===== src/hdl/rsb_pkg.sv =====
// ----------------------------------------------------------------------------
// rsb_pkg
// Shared types and codes for the range set boundary table.
// ----------------------------------------------------------------------------
package rsb_pkg;

    localparam int DEF_MAX_BOUNDARIES = 64;
    localparam int DEF_POSITION_WIDTH = 31;

    localparam int FIELD_POS_W = 31;
    localparam int IDX_OUT_W   = 13;
    localparam int USED_W      = 13;
    localparam int STATUS_W    = 2;
    localparam int KIND_W      = 2;

    localparam logic [KIND_W-1:0] K_FLIP   = 2'd0;
    localparam logic [KIND_W-1:0] K_LOCATE = 2'd1;
    localparam logic [KIND_W-1:0] K_INSERT = 2'd2;
    localparam logic [KIND_W-1:0] K_DELETE = 2'd3;

    localparam logic [STATUS_W-1:0] ST_OK   = 2'd0;
    localparam logic [STATUS_W-1:0] ST_ZERO = 2'd1;
    localparam logic [STATUS_W-1:0] ST_FULL = 2'd2;

    typedef struct packed {
        logic shift;
        logic commit;
    } t_cell_ctl;

    typedef struct packed {
        logic start;
        logic feed;
        logic flush;
        logic fin;
    } t_strm_ctl;

endpackage


===== src/hdl/rsb_cell.sv =====
// ----------------------------------------------------------------------------
// rsb_cell
// One boundary cell: the live entry rotates to the neighbor, the rebuilt
// entry is written by index and copied over on commit.
// ----------------------------------------------------------------------------
module rsb_cell
    import rsb_pkg::*;
#(
    parameter int PW = DEF_POSITION_WIDTH
) (
    input  logic          i_clk,
    input  t_cell_ctl     i_ctl,
    input  logic [PW-1:0] i_cur_nb,
    input  logic          i_wr_en,
    input  logic [PW-1:0] i_wr_data,
    output logic [PW-1:0] o_cur
);

    logic [PW-1:0] r_cur;
    logic [PW-1:0] r_nxt;
    logic [PW-1:0] n_cur;

    always_comb begin
        n_cur = r_cur;
        if (i_ctl.shift) begin
            n_cur = i_cur_nb;
        end else if (i_ctl.commit) begin
            n_cur = r_nxt;
        end
    end

    always_ff @(posedge i_clk) begin
        r_cur <= n_cur;
        if (i_wr_en) begin
            r_nxt <= i_wr_data;
        end
    end

    assign o_cur = r_cur;

endmodule


===== config.mk =====
export PLATFORM = sky130hd
export DESIGN_NAME = rsb_cell
export DESIGN_NICKNAME = d
export VERILOG_FILES = /design/src/hdl/rsb_pkg.sv /design/src/hdl/rsb_cell.sv
export SDC_FILE = /design/constraint.sdc
export NUM_CORES = 1
export LEC_CHECK = 0
export BUFFER_PORTS_ARGS = -buffer_cell sky130_fd_sc_hd__buf_2
export CORE_MARGIN = 2
export CORE_UTILIZATION = 47
export DETAILED_ROUTE_END_ITERATION = 8
export MAX_ROUTING_LAYER = met4
export PLACE_DENSITY = 0.86
export SLEW_MARGIN = 30
export SYNTH_ARGS = -nofsm -noshare
export SYNTH_HDL_FRONTEND = slang
export SYNTH_SLANG_ARGS = --single-unit

===== constraint.sdc =====
create_clock -name i_clk -period 2 [get_ports i_clk]
set_input_delay 0.3 -clock i_clk [delete_from_list [all_inputs] [get_ports i_clk]]
set_output_delay 0.3 -clock i_clk [all_outputs]
set_load 0.02 [all_outputs]

==> reports/results.tsv <==
metric	value	unit
total buffers and inverters traversed by the critical path	1	
master cell of the clock root buffer	sky130_fd_sc_hd__clkbuf_8	
metal1 wirelength	1484	um
Syn Inst Count	98	
total via count in the routed design	1228	
Post-Route WL	3954	um
Cell Area, Synth	2397	sq um
layout-stage area growth over the synthesis result	29.54	%
die boundary width	75.42	um
largest area contributor in the synthesized netlist	sky130_fd_sc_hd__edfxtp_1	
critical path cell sequence	buf_2	
count of yosys warnings during synthesis	0	
quantity of gates resized following cts	0	
R2R Path Start	r_nxt[28]$_DFFE_PP_	
Leak Pwr	1.358	nW
clock buffer count from CTS	9	
global-route wire length before repair	5575	um
highest achievable clock rate	859.1	MHz
slowest CP cell	sky130_fd_sc_hd__edfxtp_1	
cell type group with the largest total delay on the critical path	flip-flops	
Vias per Instance	4.449	
chip height	75.42	um
unrepaired setup endpoints after global routing	false	
reported max-cap violation count	0	
net total in the final layout	270	
path class of the lowest-slack min-delay path	input port to flop	
Post-route DRC	0	
count of clock tree sinks	62	
overall power after layout	2.941	mW
proportion of synthesized chip area in sequential cells	77.66	%
sum of met3 wire segment lengths after detailed routing	236	um
fin worst setup slack	0.8360	ns
average detailed-routed wire length per instance	14.33	um
overflow left after global routing	0	
final worst path period need	1.164	ns
clock slew at the register clock pins of the worst setup and hold paths	0.07	ns
Setup CP Type	flop to output port	
top layer reached by signal wires	met4	
number of antenna violations at the first check in global routing	0	
result of the run	complete, no violations	
Max Fanout on Critical Path	1	
routability congestion estimate	0.7005	
number of slew-limit violations in the final report	0	
most frequent cells after synthesis	sky130_fd_sc_hd__edfxtp_1, sky130_fd_sc_hd__mux2_4, sky130_fd_sc_hd__buf_12, sky130_fd_sc_hd__mux2_2	
worst-case clock buffer depth	2	
Fin Clk Skew	0.005828	ns
number of register bits inferred by synthesis	62	
count of input and output buffers	96	
core region area	4817	sq um
Synth top area share	77.66	%
remaining max-slew budget at the tightest pin	54.94	%
Storage cell area	1862	sq um
ranking of synthesized cells by area	sky130_fd_sc_hd__edfxtp_1, sky130_fd_sc_hd__mux2_4, sky130_fd_sc_hd__buf_12, sky130_fd_sc_hd__mux2_2, sky130_fd_sc_hd__buf_6	
number of endpoints with negative hold slack in the final report	0	
net count after synthesis	164	
die footprint	5688	sq um
Worst EP arrival	0.86	ns
H-tree lvl count	3	
I/O pins	97	
cell depth of the worst flop-to-flop path	1	
summed area of non-filler cells in the final layout	3105	sq um
worst-skew pair later-pin latency	0.32	ns
total routing usage reported by global routing	14.63	%
final setup violating endpoints	0	
violation count after the first detailed-routing iteration	89	
post-place instance area	2925	sq um
maximum number of pins on one net before global-route repair	33	
endpoint of the worst register-to-register path	o_cur[28]$_DFFE_PP_	
minimum setup slack after placement	0.6067	ns
length of the first detailed-routing pass in iterations	4	
slew at the pin closest to its max-slew limit	0.6759	ns
share of synthesized flip-flops with an asynchronous set or reset	0	%
total inserted antenna cells	0	
vias in the first global route	1232	
number of distinct standard cells referenced by the synthesized netlist	6	
R2R setup slack	1.09	ns
count of cells along the worst hold path	1	
Filler cells	381	
largest stage delay on the critical path	0.38	ns
Starting Density	49.77	%
metal2 WL	2157	um
share of final-layout standard cells stronger than drive strength 1	68.42	%
antenna violation net count after detailed routing	0	
Setup Buffers After CTS	0	
num rows	25	
peak supply drop	575.1	uV
CTS tree	done	
critical path launch point type	flop	
critical hold path startpoint	i_wr_data[2]	
number of enable flip-flop cells after synthesis	62	
Post-Syn Area per Cell	24.46	sq um
final total negative setup slack	0	ns
period utilization	58.20	%
Post-CTS Hold Fix Bufs	0	
Post-synth top flop	sky130_fd_sc_hd__edfxtp_1	
Multi-input gate area	464.2	sq um
Hold Crit Endpoint	r_nxt[2]$_DFFE_PP_	
most frequent cell after synthesis	sky130_fd_sc_hd__edfxtp_1	
critical path capture point type	output port	
Pwr per Cell Area	947.1	nW/um^2
required time of the worst setup path	1.70	ns
## sequential cells by signal (all words and copies together), names as in the netlist
register and flops:
r_nxt 31, o_cur 31
## stage by stage
| stage | instances | utilization, % | hold WS, ns |
|---|---|---|---|
| global route | 276 | 64.47 | 0.1333 |
| finish | 276 | 64.47 | 0.1511 |
| floorplan | 98 | - | 0.3989 |
| detailed placement | 260 | 60.73 | 0.4781 |
| global placement | 260 | 60.73 | 0.4777 |
| CTS | 276 | 64.47 | 0.1385 |
## logic make-up after synthesis
logic type	Yosys count	share of synthesized area, %
DFF	62	77.66
muxes	31	19.10
buffers and inverters	4	2.975
and+or+nand+nor	1	0.2611
## worst max path at each step
stage                             start            endpoint  slack (ns)  depth (start not counted)
finish               o_cur[1]$_DFFE_PP_            o_cur[1]        0.84                          1
global route         o_cur[1]$_DFFE_PP_            o_cur[1]        0.79                          1
CTS                 o_cur[26]$_DFFE_PP_           o_cur[26]        0.81                          1
detailed placement             i_ctl[1]  o_cur[4]$_DFFE_PP_        0.61                          4
global placement               i_ctl[1]  o_cur[8]$_DFFE_PP_        0.63                          4
floorplan                      i_ctl[1]  o_cur[0]$_DFFE_PP_        0.32                          3
## cell type report
cell class	count	share of cell area, %
Sequential cell	62	59.95
Timing Repair Buffer	99	16.60
Multi-Input combinational cell	32	14.95
Clock buffer	10	4.110
Tap cell	67	2.699
Clock inverter	6	1.692
## cells in the final DEF (no fill, tap or decap), types with 2 or more instances in the layout
cell / count
sky130_fd_sc_hd__clkinv_1: 2
sky130_fd_sc_hd__mux2_2: 2
sky130_fd_sc_hd__mux2_4: 29
sky130_fd_sc_hd__buf_4: 2
sky130_fd_sc_hd__clkbuf_8: 9
sky130_fd_sc_hd__buf_2: 96
sky130_fd_sc_hd__clkinv_2: 3
sky130_fd_sc_hd__edfxtp_1: 62
## layer usage
| metal | global-route usage, % | up-vias |
|---|---|---|
| met3 | 4.365 | 5 |
| met5 | - | - |
| met4 | 8.772 | 0 |
| li1 | - | 601 |
| met2 | 24.35 | 50 |
| met1 | 15.27 | 572 |
## power breakdown
part           switching [mW]  internal [mW]  leakage, nW
Clock                   0.433          0.560       0.0949
Combinational           0.178          0.174        0.644
Sequential             0.0296           1.57        0.619
Total                   0.640           2.30         1.36
Note: power is estimated with default switching activity, not from simulation.
