==> src/hdl/rsb_pkg.sv <==
// ----------------------------------------------------------------------------
// rsb_pkg
// Shared types and codes for the range set boundary table.
// ----------------------------------------------------------------------------
package rsb_pkg;

    localparam int DEF_MAX_BOUNDARIES = 64;
    localparam int DEF_POSITION_WIDTH = 31;

    localparam int FIELD_POS_W = 31;
    localparam int IDX_OUT_W   = 13;
    localparam int USED_W      = 13;
    localparam int STATUS_W    = 2;
    localparam int KIND_W      = 2;

    localparam logic [KIND_W-1:0] K_FLIP   = 2'd0;
    localparam logic [KIND_W-1:0] K_LOCATE = 2'd1;
    localparam logic [KIND_W-1:0] K_INSERT = 2'd2;
    localparam logic [KIND_W-1:0] K_DELETE = 2'd3;

    localparam logic [STATUS_W-1:0] ST_OK   = 2'd0;
    localparam logic [STATUS_W-1:0] ST_ZERO = 2'd1;
    localparam logic [STATUS_W-1:0] ST_FULL = 2'd2;

    typedef struct packed {
        logic shift;
        logic commit;
    } t_cell_ctl;

    typedef struct packed {
        logic start;
        logic feed;
        logic flush;
        logic fin;
    } t_strm_ctl;

endpackage

==> src/hdl/rsb_stream.sv <==
// ----------------------------------------------------------------------------
// rsb_stream
// Boundary stream unit: maps each old entry, cancels equal pairs, merges
// the two toggle points and emits up to three new entries a cycle.
// Also accumulates the locate index and rank.
// ----------------------------------------------------------------------------
module rsb_stream
    import rsb_pkg::*;
#(
    parameter int PW  = DEF_POSITION_WIDTH,
    parameter int CNW = 7,
    parameter int WCW = 7
) (
    input  logic                 i_clk,
    input  logic                 i_rst_n,
    input  t_strm_ctl            i_ctl,
    input  logic [PW-1:0]        i_head,
    input  logic [KIND_W-1:0]    i_kind,
    input  logic [PW-1:0]        i_off,
    input  logic [PW-1:0]        i_eff,
    input  logic [PW-1:0]        i_end,
    input  logic                 i_mode,
    output logic [1:0]           o_wr_n,
    output logic [2:0][PW-1:0]   o_wr_data,
    output logic [WCW-1:0]       o_wr_base,
    output logic [IDX_OUT_W-1:0] o_index,
    output logic [PW-1:0]        o_rank
);

    localparam logic [PW-1:0] POS_MAX = '1;

    logic          r_av, r_hv, r_par;
    logic [PW-1:0] r_a, r_h, r_last, r_fill;
    logic [1:0]    r_p;
    logic [WCW-1:0] r_w;
    logic [CNW-1:0] r_le;

    logic          n_av, n_hv, n_par;
    logic [PW-1:0] n_a, n_h;
    logic [1:0]    n_p;
    logic [PW-1:0] map_v;
    logic          bv;
    logic [PW-1:0] b;
    logic          miss, en;
    logic [1:0]    k;
    logic [2:0][PW-1:0] wd;
    logic [PW-1:0] fill_k;

    // map one old entry
    always_comb begin
        map_v = i_head;
        if (i_kind == K_INSERT) begin
            if (i_head > i_off) begin
                map_v = (i_head > POS_MAX - i_eff) ? POS_MAX : i_head + i_eff;
            end
        end else if (i_kind == K_DELETE) begin
            if (i_head > i_end) begin
                map_v = i_head - i_eff;
            end else if (i_head >= i_off) begin
                map_v = i_off;
            end
        end
    end

    assign n_av = i_ctl.feed;
    assign n_a  = map_v;

    // cancel equal neighbors in pairs
    always_comb begin
        bv   = 1'b0;
        b    = r_h;
        n_hv = r_hv;
        n_h  = r_h;
        if (r_av) begin
            if (r_hv && r_h == r_a) begin
                n_hv = 1'b0;
            end else begin
                bv   = r_hv;
                n_hv = 1'b1;
                n_h  = r_a;
            end
        end else if (i_ctl.flush) begin
            bv   = r_hv;
            n_hv = 1'b0;
        end
    end

    // merge the toggle points off and end into the stream
    always_comb begin
        k     = 2'd0;
        wd    = '0;
        n_p   = r_p;
        n_par = r_par;
        if (bv) begin
            miss = ~(r_par ^ (b == i_off));
        end else begin
            miss = ~r_par;
        end
        if (i_kind == K_FLIP) begin
            en = 1'b1;
        end else if (i_kind == K_INSERT) begin
            en = (i_mode == miss);
        end else begin
            en = 1'b0;
        end
        if (bv) begin
            if (b <= i_off) begin
                n_par = ~r_par;
            end
            if (r_p == 2'd0 && b < i_off) begin
                wd[k] = b; k = k + 2'd1;
            end else if (r_p == 2'd0 && !en) begin
                n_p = 2'd2;
                wd[k] = b; k = k + 2'd1;
            end else if (r_p == 2'd0 && b == i_off) begin
                n_p = 2'd1;
            end else if (r_p == 2'd2) begin
                wd[k] = b; k = k + 2'd1;
            end else begin
                if (r_p == 2'd0) begin
                    wd[k] = i_off; k = k + 2'd1;
                end
                if (b < i_end) begin
                    n_p = 2'd1;
                    wd[k] = b; k = k + 2'd1;
                end else if (b == i_end) begin
                    n_p = 2'd2;
                end else begin
                    n_p = 2'd2;
                    wd[k] = i_end; k = k + 2'd1;
                    wd[k] = b; k = k + 2'd1;
                end
            end
        end else if (i_ctl.fin) begin
            n_p = 2'd2;
            if (r_p == 2'd0 && en) begin
                wd[k] = i_off; k = k + 2'd1;
                wd[k] = i_end; k = k + 2'd1;
            end else if (r_p == 2'd1) begin
                wd[k] = i_end; k = k + 2'd1;
            end
        end
    end

    always_ff @(posedge i_clk) begin
        if (!i_rst_n || i_ctl.start) begin
            r_av  <= 1'b0;
            r_hv  <= 1'b0;
            r_par <= 1'b0;
            r_p   <= 2'd0;
            r_w   <= '0;
            r_le  <= '0;
        end else begin
            r_av  <= n_av;
            r_hv  <= n_hv;
            r_par <= n_par;
            r_p   <= n_p;
            r_w   <= r_w + WCW'(k);
            if (i_ctl.feed && i_off >= i_head) begin
                r_le <= r_le + CNW'(1);
            end
        end
        r_a <= n_a;
        r_h <= n_h;
        if (i_ctl.start) begin
            r_last <= '0;
            r_fill <= '0;
        end else if (i_ctl.feed && i_off >= i_head) begin
            r_last <= i_head;
            if (r_le[0]) begin
                r_fill <= r_fill + (i_head - r_last);
            end
        end
    end

    assign fill_k    = r_le[0] ? r_fill : r_last - r_fill;
    assign o_rank    = fill_k + i_off - r_last;
    assign o_index   = IDX_OUT_W'(r_le) - IDX_OUT_W'(1);
    assign o_wr_n    = k;
    assign o_wr_data = wd;
    assign o_wr_base = r_w;

endmodule

==> config.mk <==
export PLATFORM = sky130hd
export DESIGN_NAME = rsb_stream
export DESIGN_NICKNAME = d
export VERILOG_FILES = /design/src/hdl/rsb_pkg.sv /design/src/hdl/rsb_stream.sv
export SDC_FILE = /design/constraint.sdc
export NUM_CORES = 1
export LEC_CHECK = 0
export CORE_MARGIN = 1
export CORE_UTILIZATION = 30
export CTS_BUF_LIST = sky130_fd_sc_hd__clkbuf_8
export DETAILED_ROUTE_END_ITERATION = 12
export DONT_BUFFER_PORTS = 1
export GPL_TIMING_DRIVEN = 0
export HOLD_SLACK_MARGIN = 0.05
export PLACE_DENSITY = 0.43
export SYNTH_ARGS = -nofsm -noshare
export SYNTH_HDL_FRONTEND = slang
export SYNTH_SLANG_ARGS = --single-unit
==> constraint.sdc <==
create_clock -name i_clk -period 8.5 [get_ports i_clk]
set_clock_uncertainty 0.1 [all_clocks]
set_input_delay 1.7 -clock i_clk [delete_from_list [all_inputs] [get_ports i_clk]]
set_output_delay 1.7 -clock i_clk [all_outputs]
set_load 0.02 [all_outputs]
==> results.json, run 1 <==
{
  "clk_latency_ns": 0.57,
  "grt_max_degree": 25,
  "wl_per_cell_um": 24.7,
  "combPwrFrac": 0.675,
  "worst-path-max-fanout": 6,
  "clk_pin_slew_ns": 0.09,
  "slew_violations": 0,
  "die_x_um": 266,
  "gp_congestion": 0.941,
  "startpoint_type": "register",
  "overflow": 0,
  "seq_power_share": 0.196,
  "drcViolationCount": 0,
  "slew_headroom": 0.103,
  "grt_pass1_vias": 20429,
  "min_period_ns": 8.09,
  "critPathArrivalTime_ns": 6.29,
  "synthToLayoutAreaGrowth_pct": 7.90,
  "switching_share": 0.526,
  "via_per_inst": 5.48,
  "status": "finished, final reports clean",
  "worstSetupPathType": "register to output pin",
  "grt_pass1_wl_mm": 133,
  "cts_sinks": 143,
  "drive_gt1_frac": 0.0519,
  "hold_viol_final": 0,
  "p_per_area_nw_per_um2": 183,
  "intPower_mw": 1.96,
  "synth_edf_count": 31,
  "antenna_left": 0,
  "fin_crit_sh": 0.952,
  "hp-class": "register to register",
  "core_area_um2": 68800,
  "ir_drop_mv": 0.108,
  "cts_max_level": 4,
  "leakagePower_nw": 9.92,
  "power.switching_mw": 2.17,
  "cts_buffers": 17,
  "worst_slew_pin_slew_ns": 1.33,
  "ys_seq_area_frac": 0.152,
  "syn_area_um2": 20900,
  "clock_path_buffers": 2,
  "syn_avg_cell_area_um2": 7.58,
  "place_ws_ns": 0.180,
  "ys_async_sr_fraction": 0,
  "vias": 20407,
  "setup_viol_count_final": 0,
  "synthFlopType": "dfxtp_1",
  "cts_tree": "done",
  "pwr-share-clk": 0.129,
  "drt_iter0_drc": 1256,
  "hold_buffers": 0,
  "portBuffers": 0,
  "fin_ws_ns": 0.407,
  "cts_root_buf": "clkbuf_8",
  "synth-seq-cells": 143,
  "num_rows": 96,
  "cp.required_ns": 6.70,
  "rsz0062_at_grt": "yes",
  "ys_types": 92,
  "hpwl_mm": 78.2,
  "layout_common_cells": "330 x inv_1, 282 x ha_1, 263 x nor2_1",
  "yosys_warnings": 0,
  "ioPinCount": 279,
  "syn-instance-count": 2759,
  "cp-end-kind": "output pin",
  "mostFrequentLayoutCell": "inv_1",
  "syn-num-nets": 3238,
  "initial_core_util": 0.304,
  "wl_mm": 92.2,
  "antenna_found_initial": 2,
  "die_area_um2": 70800,
  "grt_usage": 0.256,
  "power_mw": 4.13,
  "die_h_um": 266,
  "dr.pass1.iters": 8,
  "fmax_ghz": 0.124,
  "cap_violations": 0,
  "nNetsFinal": 3261
}
==> metal layers <==
metal / track usage / routed length [um]
met4: 0.120 / 4200
met2: 0.433 / 43400
met5: 0 / 0
met1: 0.301 / 38500
met3: 0.0652 / 6110
==> stage by stage <==
step                       util  instance area (um^2)  TNS, ns  hold slack [ns]  std cells
after global routing      0.328                 22600  -0.0536            0.356       3727
after CTS                 0.327                 22500        0            0.350       3725
final                     0.328                 22600        0            0.348       3727
after global placement    0.321                 22100        0            0.335       3690
after floorplan               -                 20900        0            0.329       2759
after detailed placement  0.321                 22100        0            0.337       3691
==> flip-flops by register name (all words and copies together) (netlist names) <==
signal     count
o_wr_base      7
r_a           31
r_fill        31
b             31
r_last        31
r_le           7
r_p            2
r_hv           1
r_av           1
r_par          1
==> timing repair <==
action | in CTS | in global routing
endpoints found under the setup margin | 5 | 7
pin swaps | 1 | 3
gates cloned | 0 | 0
gates resized for setup | 6 | 11
setup buffers | 2 | 1
==> cells in the mapped netlist, types with 20 or more instances <==
library cell | n | area share
inv_1 | 329 | 0.059
ha_1 | 282 | 0.17
nor2_1 | 263 | 0.047
a21oi_1 | 243 | 0.058
nand2_1 | 191 | 0.034
o21ai_0 | 167 | 0.040
xnor2_1 | 126 | 0.053
dfxtp_1 | 112 | 0.11
clkbuf_1 | 77 | 0.014
a21o_1 | 72 | 0.026
fa_1 | 64 | 0.061
nand3_1 | 57 | 0.014
and2_1 | 44 | 0.013
nor3_1 | 44 | 0.011
xor2_1 | 42 | 0.018
nand4_1 | 37 | 0.011
a31o_2 | 34 | 0.014
a222oi_1 | 33 | 0.016
nand3b_1 | 33 | 0.012
edfxtp_1 | 31 | 0.045
o21a_1 | 31 | 0.011
a211oi_1 | 26 | 0.0093
a22oi_1 | 25 | 0.0090
nand2b_1 | 23 | 0.0069
nor2b_1 | 23 | 0.0069
a31oi_1 | 21 | 0.0063
mux2i_1 | 20 | 0.0096
o31ai_1 | 20 | 0.0072
==> power groups by stage <==
stage / sequential (mW) / combinational, mW / clock [mW]
2_1_floorplan: 0.798 / 2.09 / 0
3_3_place_gp: 0.824 / 2.69 / 0
3_5_place_dp: 0.824 / 2.71 / 0
4_1_cts: 0.808 / 2.77 / 0.554
5_1_grt: 0.815 / 3.09 / 0.572
6_report: 0.809 / 2.79 / 0.533
==> critical path, stage by stage (launching register included) <==
cell	delay [ns]
dfxtp_1	0.35
inv_1	0.07
ha_1	0.18
inv_1	0.06
fa_1	0.44
a211oi_2	0.34
o21ai_1	0.16
nor3b_1	0.19
nor3_2	0.31
o21ai_1	0.20
a211oi_2	0.31
o21bai_1	0.10
a21oi_1	0.17
xnor2_1	0.13
mux2i_1	0.11
fa_1	0.52
inv_1	0.04
ha_1	0.38
nand2_1	0.09
or2_2	0.31
o2111a_2	0.31
o31ai_4	0.29
a21o_1	0.22
a21oi_1	0.12
xnor2_2	0.32
==> cells by family (layout without fill, tap and decap cells) <==
logic type               count (synthesis)  after routing  synth area share
AO/OA/AOI/OAI                          839            839             0.268
AND/OR/NAND/NOR                        789            789             0.180
buffers and inverters                  450            486            0.0880
adder cells (fa/ha/maj)                346            346             0.230
XOR/XNOR                               168            168            0.0703
flip-flops                             143            143             0.152
multiplexers                            24             24            0.0119
other                                    0              1                 0
==> final cells by class <==
type	instances	area (um^2)
antenna	1	2.50
buffer	119	598
clock buffer	18	248
clock inverter	14	92.6
fill	7481	46300
inverter	331	1240
multi-input combinational	2166	16000
sequential	143	3170
tap	931	1160
timing repair buffer	4	42.5
==> path summary, 6_finish.rpt <==
check        cells past startpoint  slack (ns)      endpoint  startpoint
min                              0        0.35          b[9]      r_a[9]
min reg2reg                      0        0.35          b[9]      r_a[9]
max                             24        0.41    o_rank[29]   r_last[0]
max reg2reg                     14        2.59  o_wr_base[6]       b[25]
Note: power is estimated with default switching activity, not from simulation.
==> run 2, diff against run 1 <==
--- a/config.mk
+++ b/config.mk
@@ -5,6 +5,7 @@
 export SDC_FILE = /design/constraint.sdc
 export NUM_CORES = 1
 export LEC_CHECK = 0
+export ABC_CLOCK_PERIOD_IN_PS = 8200
 export CORE_MARGIN = 1
 export CORE_UTILIZATION = 30
 export CTS_BUF_LIST = sky130_fd_sc_hd__clkbuf_8
==> constraint.sdc (replaced) <==
create_clock -name i_clk -period 8.2 [get_ports i_clk]
set_clock_uncertainty 0.1 [all_clocks]
set_input_delay 1.64 -clock i_clk [delete_from_list [all_inputs] [get_ports i_clk]]
set_output_delay 1.64 -clock i_clk [all_outputs]
set_load 0.02 [all_outputs]
==> run 2 against run 1 <==
Against the previous run:
- flip-flop and latch count stayed put
- cell count barely moved
- total power increased by 4.4%
- sequential share of layout area about the same
- critical path depth is 2 higher
- hold slack gained 0.0019 ns
- register-to-register slack got worse by 0.28 ns
- count of clock-buffer cells in the layout is the same
- routed wire length is essentially flat
- worst setup slack lost 0.083 ns
- clock power up 3%
- global-route usage about the same
==> results.json, run 2 (synthesis gave the netlist of run 1 again) <==
{
  "status": "finished, final reports clean",
  "wl_mm": 92.2,
  "grt_max_degree": 25,
  "worst-path-max-fanout": 5,
  "p_per_area_nw_per_um2": 190,
  "die_area_um2": 70800,
  "slew_headroom": 0.0511,
  "antenna_left": 0,
  "post-place-cells": 3691,
  "final_util": 0.329,
  "drcViolationCount": 0,
  "worst_slew_pin_slew_ns": 1.40,
  "ioPinCount": 279,
  "cts_tree": "done",
  "final_cells": 3730,
  "drt_iter0_drc": 1375,
  "timing.rr.end": "o_wr_base[6]",
  "layout_common_cells": "330 x inv_1, 281 x ha_1, 263 x nor2_1",
  "die_h_um": 266,
  "slew_violations": 0,
  "hold-path-endpoint": "b[9]",
  "cts_sinks": 143,
  "die_x_um": 266,
  "clock_path_buffers": 2,
  "cts_root_buf": "clkbuf_8",
  "grt_pass1_wl_mm": 133,
  "r2r_start": "b[25]",
  "cp-end-kind": "output pin",
  "vias": 20403,
  "leakagePower_nw": 9.94,
  "gp_congestion": 0.941,
  "synthToLayoutAreaGrowth_pct": 8.25,
  "clk_latency_ns": 0.57,
  "cp.required_ns": 6.46,
  "setup_viol_count_final": 0,
  "drive_gt1_frac": 0.0561,
  "regArea_um2": 3170,
  "ir_drop_mv": 0.113,
  "startpoint_type": "register",
  "initial_core_util": 0.304,
  "portBuffers": 0,
  "fmax_ghz": 0.127,
  "grt_pass1_vias": 20455,
  "hpwl_mm": 78.2,
  "hold_viol_final": 0,
  "core_area_um2": 68800,
  "place_ws_ns": -0.0602,
  "hp-start": "r_a[9]",
  "worst_r2r_path_depth": 14,
  "cap_violations": 0,
  "nNetsFinal": 3264,
  "hold_buffers": 0,
  "multi_input_area_um2": 16100,
  "fin_ws_ns": 0.324,
  "cts_buffers": 17,
  "min_period_ns": 7.88,
  "mostFrequentLayoutCell": "inv_1",
  "hp-class": "register to register",
  "num_rows": 96,
  "holdPathStages": 0,
  "fillers": 7476,
  "antenna_found_initial": 2,
  "cts_max_level": 4,
  "worstSetupPathType": "register to output pin",
  "dr.pass1.iters": 7,
  "via_per_inst": 5.47,
  "critPathArrivalTime_ns": 6.14,
  "fin_crit_sh": 0.960,
  "overflow": 0,
  "regToRegSetupSlack_ns": 2.31,
  "clk_pin_slew_ns": 0.09,
  "grt_usage": 0.256,
  "wl_per_cell_um": 24.7
}
==> run 2: cell type report <==
cell class,instances,share of cell area
Sequential cell,143,0.140
Clock buffer,18,0.0109
Buffer,119,0.0264
Antenna cell,1,0.000111
Clock inverter,14,0.00409
Inverter,331,0.0549
Timing Repair Buffer,7,0.00287
Tap cell,931,0.0514
Multi-Input combinational cell,2166,0.709
==> run 2: worst max path at each step <==
stage,startpoint,endpoint,slack [ns]
after global placement,r_last[0],o_rank[30],-0.09
after CTS,r_fill[1],o_rank[29],0.01
final,r_last[0],o_rank[29],0.32
after floorplan,r_last[0],o_rank[29],1.26
after detailed placement,r_last[0],o_rank[30],-0.06
after global routing,r_last[0],o_rank[30],-0.005
==> run 2: routing by layer <==
layer	share of wire	GRT usage
met5	0	0
met4	0.045	0.122
met3	0.067	0.0652
met2	0.47	0.433
met1	0.42	0.302
==> run 2: critical path, stage by stage, from the launching register on <==
cell and delay (ns):
dfxtp_1 0.35, inv_1 0.07, ha_1 0.18, inv_1 0.06
fa_2 0.39, a211oi_4 0.32, o21ai_2 0.12, nor3b_1 0.18
nor3_2 0.18, buf_4 0.15, o21bai_1 0.10, xnor2_1 0.13
nand2_1 0.06, o21ai_0 0.11, fa_1 0.53, inv_1 0.04
ha_1 0.36, and4_4 0.26, o2111ai_1 0.17, o211ai_1 0.21
buf_4 0.17, a31oi_2 0.15, o2111a_2 0.33, o31ai_4 0.30
a21o_1 0.22, a21oi_1 0.12, xnor2_2 0.31
==> run 2: power by group <==
part | switching (mW) | internal [mW] | leakage [nW] | total, mW
clock | 0.337 | 0.214 | 0.169 | 0.551
combinational | 1.86 | 1.07 | 8.58 | 2.92
sequential | 0.0679 | 0.771 | 1.20 | 0.839
total | 2.26 | 2.05 | 9.94 | 4.31
==> run 2: per-stage QoR <==
step	hold WS, ns	power [mW]	instance area [um^2]	TNS [ns]
after global placement	0.335	3.64	22100	-0.131
after floorplan	0.329	3.00	20900	0
after global routing	0.356	4.67	22600	-0.00532
final	0.349	4.31	22600	0
after detailed placement	0.337	3.66	22100	-0.0895
after CTS	0.350	4.30	22500	0
==> run 2: what timing repair did <==
| item | CTS | global route |
|---|---|---|
| endpoints found under the setup margin | 9 | 7 |
| setup buffers | 2 | 4 |
| resized for setup | 12 | 15 |
| cloned | 0 | 0 |
| pin swaps | 1 | 8 |
==> run 3, diff against run 2 <==
--- a/config.mk
+++ b/config.mk
@@ -8,7 +8,7 @@
 export ABC_CLOCK_PERIOD_IN_PS = 8200
 export CORE_MARGIN = 1
 export CORE_UTILIZATION = 30
-export CTS_BUF_LIST = sky130_fd_sc_hd__clkbuf_8
+export CTS_BUF_LIST = sky130_fd_sc_hd__clkbuf_4
 export DETAILED_ROUTE_END_ITERATION = 12
 export DONT_BUFFER_PORTS = 1
 export GPL_TIMING_DRIVEN = 0
==> run 3 against run 2 <==
Against the previous run:
- combinational power grew 2%
- first-iteration DRC count shrank 9.4%
- total power shrank 0.90%
- hold slack gained 0.0067 ns
- cell count grew 0.13%
==> results.json, run 3 (synthesis gave the netlist of run 1 again) <==
{
  "initial_core_util": 0.304,
  "min_period_ns": 7.88,
  "hold_slack_ns": 0.356,
  "clk_latency_ns": 0.77,
  "final_cells": 3735,
  "worst-path-max-fanout": 5,
  "place_ws_ns": -0.0602,
  "cp_num_buf_inv": 5,
  "hpwl_mm": 78.2,
  "antenna_found_initial": 4,
  "status": "finished, final reports clean",
  "mostFrequentLayoutCell": "inv_1",
  "gp_congestion": 0.941,
  "vias": 20424,
  "setup_tns_ns": 0,
  "grt_max_degree": 25,
  "leakagePower_nw": 9.92,
  "setup_viol_count_final": 0,
  "grt_usage": 0.257,
  "portBuffers": 0,
  "clock_path_buffers": 2,
  "cap_violations": 0,
  "p_per_area_nw_per_um2": 189,
  "worst_r2r_path_depth": 14,
  "grt_pass1_vias": 20461,
  "slew_violations": 0,
  "antenna_left": 0,
  "clk_pin_slew_ns": 0.14,
  "slew_headroom": 0.143,
  "worstSetupPathType": "register to output pin",
  "ir_drop_mv": 0.108,
  "fin_crit_sh": 0.962,
  "grt_pass1_wl_mm": 133,
  "core_area_um2": 68800,
  "final_util": 0.329,
  "cpLargestDelayFamily": "compound AO/OA/AOI/OAI gates",
  "drcViolationCount": 0,
  "multi_input_area_um2": 16100,
  "via_per_inst": 5.47,
  "cts_tree": "done",
  "hold-path-endpoint": "b[9]",
  "die_area_um2": 70800,
  "wl_mm": 92.5,
  "drt_iter0_drc": 1246,
  "dpl_cell_area_um2": 22100,
  "critPathMaxStageDelay_ns": 0.53,
  "cp-end-kind": "output pin",
  "die_h_um": 266,
  "holdPathStages": 0,
  "critPathLaunch": "r_last[0]",
  "cts_buffers": 17,
  "hp-class": "register to register",
  "synthToLayoutAreaGrowth_pct": 8.30,
  "fmax_ghz": 0.127,
  "timing.critical_path.slowest_stage_cell": "fa_1",
  "timing.rr.end": "o_wr_base[6]",
  "cts_sinks": 143,
  "ioPinCount": 279,
  "worst_slew_pin_slew_ns": 1.27,
  "regToRegSetupSlack_ns": 2.36,
  "drive_gt1_frac": 0.0643,
  "wl_per_cell_um": 24.8,
  "power.switching_mw": 2.27,
  "dr.pass1.iters": 6,
  "layout_common_cells": "329 x inv_1, 274 x ha_1, 263 x nor2_1",
  "hp-start": "r_a[9]",
  "post-place-cells": 3691,
  "seq_power_share": 0.197,
  "fillers": 7478,
  "power_mw": 4.27,
  "cts_max_level": 4,
  "num_rows": 96,
  "die_x_um": 266,
  "fin_ws_ns": 0.315,
  "regArea_um2": 3180,
  "crit_path_frequent_cell": "inv_1",
  "combPwrFrac": 0.698,
  "hold_buffers": 0,
  "final_area_um2": 22700,
  "intPower_mw": 2.00,
  "switching_share": 0.532,
  "nNetsFinal": 3267,
  "r2r_start": "b[25]",
  "cts_root_buf": "clkbuf_4",
  "pwr-share-clk": 0.105,
  "hold_viol_final": 0,
  "cp.required_ns": 6.46,
  "startpoint_type": "register",
  "critPathArrivalTime_ns": 6.14,
  "overflow": 0
}
[run 3: changes by cell type in the layout (fill, tap and decap cells not counted), sizes merged]
| cell | delta |
|---|---|
| clkbuf | +1 |
| buf | +2 |
| diode | +2 |
[run 3: worst max-delay path by stage]
stage | endpoint | slack [ns] | depth (start not counted)
finish | o_rank[29] | 0.32 | 26
detailed placement | o_rank[30] | -0.06 | 26
floorplan | o_rank[29] | 1.26 | 24
CTS | o_rank[29] | 0.01 | 24
global placement | o_rank[30] | -0.09 | 26
global route | o_rank[29] | -0.008 | 26
[run 3: layout make-up]
cell class | count | area share
Multi-Input combinational cell | 2166 | 0.713
Clock inverter | 14 | 0.00409
Sequential cell | 143 | 0.140
Timing Repair Buffer | 10 | 0.00387
Clock buffer | 18 | 0.00597
Inverter | 331 | 0.0548
Tap cell | 931 | 0.0514
Antenna cell | 3 | 0.000331
Buffer | 119 | 0.0265
[run 3: layer usage]
metal / part of all wire / vias to the layer above / GRT usage / wire length, um
li1: - / 9868 / - / -
met4: 0.047 / 0 / 0.121 / 4350
met5: 0 / - / 0 / 0
met1: 0.42 / 9769 / 0.302 / 38500
met2: 0.47 / 615 / 0.433 / 43300
met3: 0.069 / 172 / 0.0684 / 6350
[run 3: timing repair]
action / 4_1_cts / 5_1_grt
endpoints found under the setup margin: 13 / 8
cloned: 0 / 0
gates resized for setup: 28 / 25
endpoints found under the hold margin: 0 / 0
setup buffers: 7 / 2
pin swaps: 8 / 13
[run 3: worst register-to-register path, delay by kind of cell (launching register included)]
family	cells	cell delay, ns
AOI/OAI and AO/OA	2	0.87
xor gates and xnor gates	2	0.65
adders and majority gates	2	0.58
buffers and inverters	1	0.62
DFF	1	0.61
and+or+nand+nor	7	2.28
[run 3: power by group through the flow]
stage / Sequential [mW] / Clock [mW] / Combinational (mW)
floorplan: 0.827 / 0 / 2.17
finish: 0.840 / 0.449 / 2.98
detailed placement: 0.854 / 0 / 2.81
CTS: 0.839 / 0.468 / 2.96
global placement: 0.854 / 0 / 2.79
global route: 0.846 / 0.492 / 3.30
